### src/rtl/core/svlf_pkg.sv
`timescale 1ns / 1ps
`default_nettype none

package svlf_pkg;

  // Fixed field widths
  localparam int unsigned SampleW  = 16;
  localparam int unsigned GainW    = 16;
  localparam int unsigned FrameW   = 32;
  localparam int unsigned RatioW   = 16;
  localparam int unsigned McandW   = 32;
  localparam int unsigned ProdW    = McandW + RatioW;
  // Fractional bits in the product: Q4.12 volume times Q0.16 ratio
  localparam int unsigned ProdFrac = 28;
  localparam int unsigned MagW     = ProdW - ProdFrac;

  // One bit per cycle in the serial units
  localparam int unsigned StepCnt  = 16;
  localparam int unsigned StepCntW = 4;
  localparam logic [StepCntW-1:0] LastStep = StepCntW'(StepCnt - 1);

  // Register map
  localparam int unsigned AddrW = 4;
  localparam logic [1:0] RegVolume    = 2'd0;
  localparam logic [1:0] RegFadeStart = 2'd1;
  localparam logic [1:0] RegTotal     = 2'd2;

  localparam logic [GainW-1:0] VolumeReset = 16'd4096;

  // Saturation limits
  localparam logic [MagW-1:0] PosLimit = 20'd32767;
  localparam logic [MagW-1:0] NegLimit = 20'd32768;
  localparam logic signed [SampleW-1:0] SatMax = 16'sh7fff;
  localparam logic signed [SampleW-1:0] SatMin = 16'sh8000;

  typedef struct packed {
    logic signed [SampleW-1:0] left_in;
    logic signed [SampleW-1:0] right_in;
  } in_t;

  typedef struct packed {
    logic signed [SampleW-1:0] left_out;
    logic signed [SampleW-1:0] right_out;
    logic                      track_done;
  } out_t;

  typedef enum logic [2:0] {
    ST_IDLE,
    ST_PREP,
    ST_DIV,
    ST_GAIN,
    ST_MSTART,
    ST_MUL,
    ST_WB
  } state_e;

endpackage

`default_nettype wire

### src/rtl/core/svlf_div.sv
`timescale 1ns / 1ps
`default_nettype none

// Restoring divider, one quotient bit per cycle; dividend must be below divisor
module svlf_div import svlf_pkg::*; (
  input  wire logic              clk_i,
  input  wire logic              rst_ni,
  input  wire logic              start_i,
  input  wire logic [FrameW-1:0] dividend_i,
  input  wire logic [FrameW-1:0] divisor_i,
  output logic                   done_o,
  output logic [RatioW-1:0]      quot_o
);

  logic                busy_q;
  logic                done_q;
  logic [StepCntW-1:0] cnt_q;
  logic [FrameW-1:0]   rem_q;
  logic [FrameW-1:0]   div_q;
  logic [RatioW-1:0]   quot_q;

  logic [FrameW:0] trial;
  logic [FrameW:0] diff;
  logic            fits;

  // Shift the partial remainder and trial-subtract
  always_comb begin
    trial = {rem_q, 1'b0};
    diff  = trial - {1'b0, div_q};
    fits  = ~diff[FrameW];
  end

  // Control
  always_ff @(posedge clk_i or negedge rst_ni) begin
    if (!rst_ni) begin
      busy_q <= 1'b0;
      done_q <= 1'b0;
      cnt_q  <= '0;
    end else begin
      done_q <= busy_q && (cnt_q == LastStep);
      if (start_i) begin
        busy_q <= 1'b1;
        cnt_q  <= '0;
      end else if (busy_q) begin
        cnt_q <= cnt_q + StepCntW'(1);
        if (cnt_q == LastStep) begin
          busy_q <= 1'b0;
        end
      end
    end
  end

  // Datapath
  always_ff @(posedge clk_i) begin
    if (start_i) begin
      rem_q  <= dividend_i;
      div_q  <= divisor_i;
      quot_q <= '0;
    end else if (busy_q) begin
      rem_q  <= fits ? diff[FrameW-1:0] : trial[FrameW-1:0];
      quot_q <= {quot_q[RatioW-2:0], fits};
    end
  end

  assign done_o = done_q;
  assign quot_o = quot_q;

endmodule

`default_nettype wire

### src/rtl/core/svlf_mul.sv
`timescale 1ns / 1ps
`default_nettype none

// Shift-add multiplier, one multiplier bit per cycle, LSB first
module svlf_mul import svlf_pkg::*; (
  input  wire logic              clk_i,
  input  wire logic              rst_ni,
  input  wire logic              start_i,
  input  wire logic [McandW-1:0] mcand_i,
  input  wire logic [RatioW-1:0] mplier_i,
  output logic                   done_o,
  output logic [ProdW-1:0]       prod_o
);

  logic                busy_q;
  logic                done_q;
  logic [StepCntW-1:0] cnt_q;
  logic [McandW-1:0]   mcand_q;
  logic [McandW-1:0]   hi_q;
  logic [RatioW-1:0]   lo_q;

  logic [McandW:0] sum;

  // Partial product add; the sum shifts right into the low half
  always_comb begin
    sum = {1'b0, hi_q} + (lo_q[0] ? {1'b0, mcand_q} : '0);
  end

  // Control
  always_ff @(posedge clk_i or negedge rst_ni) begin
    if (!rst_ni) begin
      busy_q <= 1'b0;
      done_q <= 1'b0;
      cnt_q  <= '0;
    end else begin
      done_q <= busy_q && (cnt_q == LastStep);
      if (start_i) begin
        busy_q <= 1'b1;
        cnt_q  <= '0;
      end else if (busy_q) begin
        cnt_q <= cnt_q + StepCntW'(1);
        if (cnt_q == LastStep) begin
          busy_q <= 1'b0;
        end
      end
    end
  end

  // Datapath
  always_ff @(posedge clk_i) begin
    if (start_i) begin
      mcand_q <= mcand_i;
      hi_q    <= '0;
      lo_q    <= mplier_i;
    end else if (busy_q) begin
      hi_q <= sum[McandW:1];
      lo_q <= {sum[0], lo_q[RatioW-1:1]};
    end
  end

  assign done_o = done_q;
  assign prod_o = {hi_q, lo_q};

endmodule

`default_nettype wire

### src/rtl/core/stereo_volume_linear_fadeout.sv
// Sequence: PREP; if fading, serial divider and gain multiplier (DIV, GAIN);
// then both sample multipliers (MSTART, MUL); WB registers the result. Once the
// track is done PREP goes straight to WB. A new frame is taken only back in IDLE,
// after the result is registered. One frame is processed at a time.
// Reset: asynchronous, active low; frame position 0, volume 4096, fade start
// and total 0, output register empty.
`timescale 1ns / 1ps
`default_nettype none

module stereo_volume_linear_fadeout import svlf_pkg::*; (
  input  wire logic             clk_i,
  input  wire logic             rst_ni,
  // input frames
  input  wire logic             in_valid_i,
  output logic                  in_stall_o,
  input  wire in_t              in_data_i,
  // output frames
  output logic                  out_valid_o,
  input  wire logic             out_stall_i,
  output out_t                  out_data_o,
  // APB configuration
  input  wire logic             psel,
  input  wire logic             penable,
  input  wire logic             pwrite,
  input  wire logic [AddrW-1:0] paddr,
  input  wire logic [31:0]      pwdata,
  output logic [31:0]           prdata,
  output logic                  pready
);

  state_e state_q, state_d;

  logic [GainW-1:0]   vol_q;
  logic [FrameW-1:0]  fade_q;
  logic [FrameW-1:0]  total_q;
  logic [FrameW-1:0]  pos_q;
  logic               fin_q;
  logic               negl_q, negr_q;
  logic [SampleW-1:0] magl_q, magr_q;
  logic [McandW-1:0]  g_q, g_d;
  logic               g_load;
  logic               out_valid_q;
  out_t               out_q;

  logic        in_acc, cfg_wr, fin, fading, pos_inc, out_load;
  logic        div_start, gmul_start, smul_start;
  logic        div_done, gmul_done, lmul_done, rmul_done;
  logic [RatioW-1:0] ratio;
  logic [ProdW-1:0]  gprod, lprod, rprod;
  out_t        res;

  // Saturate a magnitude with its sign back to 16 bits
  function automatic logic signed [SampleW-1:0] sat16(input logic neg,
                                                      input logic [MagW-1:0] m);
    logic signed [SampleW-1:0] r;
    if (neg) begin
      r = (m > NegLimit) ? SatMin : $signed(~m[SampleW-1:0] + SampleW'(1));
    end else begin
      r = (m > PosLimit) ? SatMax : $signed(m[SampleW-1:0]);
    end
    return r;
  endfunction

  // APB register file
  assign pready = 1'b1;
  assign cfg_wr = psel && penable && pwrite;

  always_ff @(posedge clk_i or negedge rst_ni) begin
    if (!rst_ni) begin
      vol_q   <= VolumeReset;
      fade_q  <= '0;
      total_q <= '0;
    end else if (cfg_wr) begin
      unique case (paddr[3:2])
        RegVolume:    vol_q   <= pwdata[GainW-1:0];
        RegFadeStart: fade_q  <= pwdata;
        RegTotal:     total_q <= pwdata;
        default:      ;
      endcase
    end
  end

  always_comb begin
    unique case (paddr[3:2])
      RegVolume:    prdata = {16'h0, vol_q};
      RegFadeStart: prdata = fade_q;
      RegTotal:     prdata = total_q;
      default:      prdata = '0;
    endcase
  end

  // Frame decisions
  assign in_acc = in_valid_i && !in_stall_o;
  assign fin    = pos_q >= total_q;
  assign fading = (total_q > fade_q) && (pos_q > fade_q);

  // Sequencer
  always_ff @(posedge clk_i or negedge rst_ni) begin
    if (!rst_ni) begin
      state_q <= ST_IDLE;
    end else begin
      state_q <= state_d;
    end
  end

  always_comb begin
    state_d    = state_q;
    in_stall_o = 1'b1;
    div_start  = 1'b0;
    gmul_start = 1'b0;
    smul_start = 1'b0;
    g_load     = 1'b0;
    g_d        = {vol_q, 16'h0};
    pos_inc    = 1'b0;
    out_load   = 1'b0;
    unique case (state_q)
      ST_IDLE: begin
        in_stall_o = 1'b0;
        if (in_valid_i) begin
          state_d = ST_PREP;
        end
      end
      ST_PREP: begin
        pos_inc = !fin;
        priority if (fin) begin
          state_d = ST_WB;
        end else if (fading) begin
          div_start = 1'b1;
          state_d   = ST_DIV;
        end else begin
          g_load  = 1'b1;
          state_d = ST_MSTART;
        end
      end
      ST_DIV: begin
        if (div_done) begin
          gmul_start = 1'b1;
          state_d    = ST_GAIN;
        end
      end
      ST_GAIN: begin
        if (gmul_done) begin
          g_load  = 1'b1;
          g_d     = gprod[McandW-1:0];
          state_d = ST_MSTART;
        end
      end
      ST_MSTART: begin
        smul_start = 1'b1;
        state_d    = ST_MUL;
      end
      ST_MUL: begin
        if (lmul_done && rmul_done) begin
          state_d = ST_WB;
        end
      end
      ST_WB: begin
        if (!out_valid_q || !out_stall_i) begin
          out_load = 1'b1;
          state_d  = ST_IDLE;
        end
      end
      default: state_d = ST_IDLE;
    endcase
  end

  // Position counter
  always_ff @(posedge clk_i or negedge rst_ni) begin
    if (!rst_ni) begin
      pos_q <= '0;
    end else if (pos_inc) begin
      pos_q <= pos_q + FrameW'(1);
    end
  end

  // Sample magnitudes, done flag and gain
  always_ff @(posedge clk_i) begin
    if (in_acc) begin
      negl_q <= in_data_i.left_in[SampleW-1];
      negr_q <= in_data_i.right_in[SampleW-1];
      magl_q <= in_data_i.left_in[SampleW-1] ?
                (~in_data_i.left_in + SampleW'(1)) : in_data_i.left_in;
      magr_q <= in_data_i.right_in[SampleW-1] ?
                (~in_data_i.right_in + SampleW'(1)) : in_data_i.right_in;
    end
    if (state_q == ST_PREP) begin
      fin_q <= fin;
    end
    if (g_load) begin
      g_q <= g_d;
    end
  end

  // Ratio (total - pos) / (total - fade start) in Q0.16
  svlf_div u_div (
    .clk_i      (clk_i),
    .rst_ni     (rst_ni),
    .start_i    (div_start),
    .dividend_i (total_q - pos_q),
    .divisor_i  (total_q - fade_q),
    .done_o     (div_done),
    .quot_o     (ratio)
  );

  // Combined gain volume * ratio
  svlf_mul u_gmul (
    .clk_i    (clk_i),
    .rst_ni   (rst_ni),
    .start_i  (gmul_start),
    .mcand_i  ({16'h0, vol_q}),
    .mplier_i (ratio),
    .done_o   (gmul_done),
    .prod_o   (gprod)
  );

  // Per-channel sample scaling
  svlf_mul u_lmul (
    .clk_i    (clk_i),
    .rst_ni   (rst_ni),
    .start_i  (smul_start),
    .mcand_i  (g_q),
    .mplier_i (magl_q),
    .done_o   (lmul_done),
    .prod_o   (lprod)
  );

  svlf_mul u_rmul (
    .clk_i    (clk_i),
    .rst_ni   (rst_ni),
    .start_i  (smul_start),
    .mcand_i  (g_q),
    .mplier_i (magr_q),
    .done_o   (rmul_done),
    .prod_o   (rprod)
  );

  // Result: silent and flagged once the track is done
  always_comb begin
    if (fin_q) begin
      res.left_out   = '0;
      res.right_out  = '0;
      res.track_done = 1'b1;
    end else begin
      res.left_out   = sat16(negl_q, lprod[ProdW-1:ProdFrac]);
      res.right_out  = sat16(negr_q, rprod[ProdW-1:ProdFrac]);
      res.track_done = 1'b0;
    end
  end

  // Output register
  always_ff @(posedge clk_i or negedge rst_ni) begin
    if (!rst_ni) begin
      out_valid_q <= 1'b0;
    end else if (out_load) begin
      out_valid_q <= 1'b1;
    end else if (!out_stall_i) begin
      out_valid_q <= 1'b0;
    end
  end

  always_ff @(posedge clk_i) begin
    if (out_load) begin
      out_q <= res;
    end
  end

  assign out_valid_o = out_valid_q;
  assign out_data_o  = out_q;

endmodule

`default_nettype wire

### config.mk
export PLATFORM = sky130hd
export DESIGN_NAME = stereo_volume_linear_fadeout
export DESIGN_NICKNAME = d
export VERILOG_FILES = /design/src/rtl/core/svlf_pkg.sv /design/src/rtl/core/svlf_div.sv /design/src/rtl/core/svlf_mul.sv /design/src/rtl/core/stereo_volume_linear_fadeout.sv
export SDC_FILE = /design/constraint.sdc
export NUM_CORES = 1
export LEC_CHECK = 0
export BUFFER_PORTS_ARGS = -buffer_cell sky130_fd_sc_hd__buf_2
export CELL_PAD_IN_SITES_DETAIL_PLACEMENT = 1
export CELL_PAD_IN_SITES_GLOBAL_PLACEMENT = 2
export CORE_MARGIN = 8
export CORE_UTILIZATION = 42
export CTS_BUF_LIST = sky130_fd_sc_hd__clkbuf_2
export DETAILED_ROUTE_END_ITERATION = 12
export HOLD_SLACK_MARGIN = 0.1
export PLACE_DENSITY = 0.84
export SYNTH_ARGS = -nofsm -noshare
export SYNTH_HDL_FRONTEND = slang
export SYNTH_SLANG_ARGS = --single-unit
### constraint.sdc
create_clock -name clk_i -period 6.2 [get_ports clk_i]
set_clock_uncertainty 0.15 [all_clocks]
set_input_delay 0 -clock clk_i [delete_from_list [all_inputs] [get_ports clk_i]]
set_output_delay 0 -clock clk_i [all_outputs]
set_load 0.03 [all_outputs]
==> results of run 1 <==
registers in the layout (all words and copies together), names as in the netlist, 32 cells and up:
| name | count |
|---|---|
| u_rmul.hi_q | 32 |
| fade_q | 32 |
| u_lmul.hi_q | 32 |
| u_div.div_q | 32 |
| pos_q | 32 |
| u_gmul.hi_q | 32 |
| u_div.rem_q | 32 |
| total_q | 32 |
| g_q | 32 |
| out_data_o | 33 |
| u_rmul.mcand_q | 32 |
final cells by class:
type | instances | area, um2
clock inverter | 59 | 307
fill | 8434 | 37100
clock buffer | 205 | 1030
antenna | 4 | 10.0
inverter | 166 | 626
tap | 969 | 1210
sequential | 512 | 13600
timing repair buffer | 422 | 3540
multi-input combinational | 2421 | 16600
through the flow:
step	hold slack, ps	total power [uW]	cells	setup slack (ps)	utilization
2_1_floorplan	-446	5340	3216	1080	-
3_3_place_gp	-78.6	5900	4226	1720	0.444
3_5_place_dp	-62.7	5990	4226	1640	0.444
4_1_cts	172	8760	4754	1710	0.498
5_1_grt	191	9240	4757	1380	0.498
6_report	209	8740	4758	1710	0.498
final timing paths:
| check | start | endpoint | slack [ps] | cells past startpoint |
|---|---|---|---|---|
| max in group asynchronous | rst_ni | fade_q[17] | 3540 | 7 |
| max reg2reg | u_div.div_q[0] | u_div.rem_q[15] | 1710 | 12 |
| min in group asynchronous | rst_ni | pos_q[29] | 910 | 6 |
| min | g_q[31] | u_rmul.mcand_q[31] | 210 | 0 |
| max | u_div.div_q[0] | u_div.rem_q[15] | 1710 | 12 |
| min reg2reg | g_q[31] | u_rmul.mcand_q[31] | 210 | 0 |
layer usage:
| layer | vias to the layer above | GRT usage | part of all wire |
|---|---|---|---|
| li1 | 12600 | - | - |
| met1 | 12900 | 0.253 | 0.41 |
| met2 | 481 | 0.426 | 0.51 |
| met3 | 237 | 0.0429 | 0.034 |
| met4 | 0 | 0.111 | 0.043 |
| met5 | - | 0 | 0 |
power by group through the flow:
stage          logic [uW]  registers, uW  clock network (uW)
2_1_floorplan        1440           3900                   0
3_3_place_gp         1910           3990                   0
3_5_place_dp         1990           4000                   0
4_1_cts              2200           3920                2630
5_1_grt              2470           3950                2810
6_report             2250           3940                2540
layout by cell type (no fill, tap or decap), types with 70 or more instances in the layout:
cell type	count
nand2_1	347
nor2_1	268
dlygate4sd3_1	261
edfxtp_1	260
ha_1	216
a21oi_1	208
clkbuf_2	205
inv_1	160
xnor2_1	145
dfrtp_1	138
buf_2	138
o21ai_0	134
dfxtp_1	112
and2_1	98
mux2i_1	98
mux2_2	95
a21o_1	85
xor2_1	70
cells in the mapped netlist (29+ instances only):
master	number
a211oi_1	62
a21o_1	85
a21oi_1	209
and2_1	98
clkbuf_1	93
dfrtp_1	139
dfxtp_1	112
edfxtp_1	260
ha_1	216
inv_1	161
mux2_2	95
mux2i_1	98
nand2_1	347
nand2b_1	38
nand3_1	68
nand4_1	33
nor2_1	269
nor2b_1	29
nor3_1	54
o211ai_1	31
o21ai_0	134
or3_1	33
xnor2_1	145
xor2_1	70
cell families (layout without fill, tap and decap cells):
family / Yosys count / count (layout)
fa+ha+maj: 222 / 222
simple gates: 1057 / 1057
compound gates: 732 / 732
buf+inv: 283 / 852
xor+xnor: 215 / 215
flops: 512 / 512
other cells: 1 / 5
mux: 194 / 194
==> metrics.txt, run 1 <==
synthesis-to-layout area growth=18.3%; Slew headroom=0.185; post_cts resized=0; crit path buf inv count=1; TritonCTS clock tree=done; grt ovf=0; total core area=73,900 um2; DP HPWL=65.4 mm; port buffer count=139; Clock power frac=0.291; Nets=3,966; Post-Syn Area=31,100 um2; share of layout cells above drive strength 1=0.139; Worst-path clk slew=110 ps; DIE WIDTH=288 um; number of synthesized register bits=512; total CTS buffers=146; Synth Area in Compound Gates=0.151; CP cell instances=fa_1 > nand2b_1 > a21o_1 > a21oi_1 > o221a_2 > a31oi_2 > o21ai_1 > a311o_2 > buf_4 > mux2_1 > nand2_1 > o31ai_1; WP data required=7090 ps; vias per cell=5.50; Design Area, Final=36,800 um2; row cnt=100; top cell type's share of synthesized area=0.251; die area=83,100 um2; worst vdd ir=0.170 mV; post-route minimum period=4490 ps; drt drc=0; Worst path slowest cell=a311o_2; Die H=288 um; Mapped Nets=3,513; final hold vios=0; internal power=5690 uW; Clock Sinks=512; number of detailed-routing iterations run before antenna repair=6; maximum clock insertion buffer count=3; WL/cell=20.2 um; Worst Path Arrival=5380 ps; vias in the first global route=28,900; Switching Share=0.349; worst setup path class=register to register; Post-Synth XOR/XNOR Area=0.0605; clock latency on the worst-skew pair=1350 ps; largest family of logic cells by synthesized area=simple AND/OR/NAND/NOR gates; PD cells=237 nW/um2; Post-Synth Simple-Gate Area=0.161; setup TNS=0 ps; dominant synthesized flop cell=edfxtp_1; Synth area leaders=edfxtp_1 (25%), dfrtp_1 (11%), ha_1 (8.7%), dfxtp_1 (7.2%), nand2_1 (4.2%); initial DRC count=1,067; ANT nets after route=0; Logic pwr share=0.258; Net Sw Power=3050 uW; WL final=96.1 mm; first-pass GRT wire length=154 mm; Ys Warns=0; Placement Cell Area=32,800 um2; Worst setup SP type=register; H-tree depth=4; Lkg Pwr=0.0156 uW; Initial Utilization=0.421; crit path max fanout=31; Async S/R FF share, synth=0.273; final setup fails=0; CTS Hold Buffers Added=264; post-synth top area cell=edfxtp_1; Final Max Tran Viols=0; CP Capture Type=register; Root Driver=clkbuf_2; max frequency=0.223 GHz; Synth Area in Adders=0.0907; Post-CTS Setup Bufs=0; multiplexer share of the synthesized area=0.0662; via count=26,200; Seq/Total Area, Yosys=0.435; Reg power frac=0.451; Worst-Margin Slew=1220 ps; synthesized instance count=3,216; global placement routability congestion=0.886; GRT Overall Usage=0.231; max cap viols=0; num ports=143; library cells used by synthesis=84; largest net degree at the start of global routing=77; crit-path max cell delay=550 ps; status=complete, no violations; initial antenna violation count=4; Avg Cell Area, Syn=9.68 um2; CP top delay family=compound AO/OA/AOI/OAI gates; Post-synth EDFFs=260; Min-Delay Path Class=register to register; fin crit share=0.724; RSZ-0062 raised after global routing=no
Note: power is estimated with default switching activity, not from simulation.
==> run 2, diff against run 1 <==
==> constraint.sdc (replaced) <==
create_clock -name clk_i -period 4.2 [get_ports clk_i]
set_clock_uncertainty 0.15 [all_clocks]
set_input_delay 0 -clock clk_i [delete_from_list [all_inputs] [get_ports clk_i]]
set_output_delay 0 -clock clk_i [all_outputs]
set_load 0.03 [all_outputs]
==> run 2 against run 1 <==
Effect of this change: global-route usage grew 0.93 points; via count up 0.98%; sequential power increased by 47%; critical path depth rose by 2; sequential cell count is the same; routed wire length rose by 4.6%; combinational power increased by 55%; cell area grew 0.96%; sequential share of layout area down 0.35 points; clock power rose by 53%; count of clock-buffer cells in the layout increased by 1.
==> metrics.txt, run 2 (synthesis results as in run 1) <==
status=complete, no violations; row cnt=100; TritonCTS clock tree=done; max cap viols=0; crit path max fanout=3; vias per cell=5.51; total core area=73,900 um2; synthesis-to-layout area growth=19.5%; final total power=13,200 uW; max FFs per register=33; Worst-path clk slew=150 ps; first-pass GRT wire length=159 mm; total CTS buffers=142; WL final=101 mm; ANT nets after route=0; vias in the first global route=28,900; RSZ-0062 raised after global routing=no; Initial Utilization=0.421; Slew headroom=0.220; die area=83,100 um2; H-tree depth=4; Die H=288 um; share of layout cells above drive strength 1=0.144; setup TNS=0 ps; Worst path slowest cell=dlygate4sd3_1; drt drc=0; crit-path max cell delay=610 ps; most common cell after layout, fill and taps aside=nand2_1; grt met3 use=0.0406; CP Capture Type=register; most frequent cells in the layout=nand2_1 (347), nor2_1 (268), dlygate4sd3_1 (267); final setup fails=0; Worst-Margin Slew=1170 ps; Worst setup SP type=input port; Worst Min Path Start=g_q[19]; WP data required=5120 ps; via count=26,400; initial antenna violation count=5; worst vdd ir=0.276 mV; Worst Setup SP=in_data_i[16]; GRT busiest layer=met2; grt met1 use=0.283; max frequency=0.239 GHz; grt ovf=0; Final Max Tran Viols=0; Nets=3,996; Min-Delay Path Class=register to register; fin crit share=0.998; largest net degree at the start of global routing=81; most used cell, CP=dlygate4sd3_1; worst setup path class=input port to register; met2 Use GR=0.432; r2r startpoint=fade_q[27]; port buffer count=139; num ports=143; Worst Path Arrival=5110 ps; clock latency on the worst-skew pair=1390 ps; post-route minimum period=4190 ps; global placement routability congestion=0.846; Root Driver=clkbuf_2; CP cell instances=dlygate4sd3_1 > dlygate4sd3_1 > buf_2 > dlygate4sd3_1 > inv_1 > ha_1 > nand2_1 > dlygate4sd3_1 > or4_1 > dlygate4sd3_1 > o21ai_0 > nand2_1 > xor2_1 > dlygate4sd3_1; PD cells=354 nW/um2; DIE WIDTH=288 um; WL/cell=21.0 um; final hold vios=0; number of detailed-routing iterations run before antenna repair=5; Lkg Pwr=0.0157 uW; DP HPWL=67.0 mm; Clock Sinks=512; maximum clock insertion buffer count=3; GRT Overall Usage=0.240; initial DRC count=1,387
run 2: changes by cell type in the layout (fill, tap and decap cells not counted), sizes merged:
| cell | change |
|---|---|
| diode | +2 |
| bufinv | +1 |
| clkinvlp | -4 |
| dlygate4sd3 | +6 |
| clkinv | -3 |
| clkbuf | +1 |
| buf | +28 |
| inv | +2 |
run 2: power by group:
group	leakage (uW)	switching, uW	internal, uW
Clock	0.00101	2390	1490
Combinational	0.00988	1990	1500
Sequential	0.00486	268	5520
Total	0.0157	4650	8510
run 2: area by class of cell:
class	instances	area [um2]
fillers	8484	36800
multi-input cells	2421	16600
flip-flops and latches	512	13600
repair buffers	456	3840
well taps	969	1210
clock buffers	206	1030
inverters	166	626
clock inverters	55	330
diodes	6	15.0
run 2: worst paths after layout:
check	endpoint	slack (ps)	depth (start not counted)
worst max-delay path	magl_q[12]	10	14
worst min-delay path	u_rmul.mcand_q[19]	180	0
worst max register to register	u_div.rem_q[12]	190	14
worst min register to register	u_rmul.mcand_q[19]	180	0
max in group asynchronous	u_gmul.cnt_q[1]	1940	7
min in group asynchronous	total_q[30]	840	6
run 2: per-layer routing:
metal  up-vias  part of all wire
met5         -                 0
met4         0             0.032
met3       187             0.035
met2       575              0.51
met1     13000              0.42
li1      12600                 -
run 2: critical path, delay by kind of cell:
family                     cells  cell delay [ps]
adders and majority gates      1              180
xor gates and xnor gates       1              170
buffers and inverters          8             3740
AOI/OAI and AO/OA              1              390
and+or+nand+nor                3              630
run 2: metrics by stage:
stage           util  cell area, um2  cells  hold WS (ps)  worst slack (ps)
4_1_cts        0.502           37200   4785           202               186
3_5_place_dp   0.447           33100   4254         -12.5               255
3_3_place_gp   0.447           33100   4254         -27.4               321
2_1_floorplan      -           31100   3216          -446              63.7
6_report       0.503           37200   4791           184              10.4
5_1_grt        0.503           37200   4790           195              26.0
run 2: repair_timing:
action	4_1_cts	5_1_grt
setup buffers	0	0
endpoints found under the setup margin	0	3
resized for setup	0	3
endpoints found under the hold margin	325	0
hold buffers	270	0
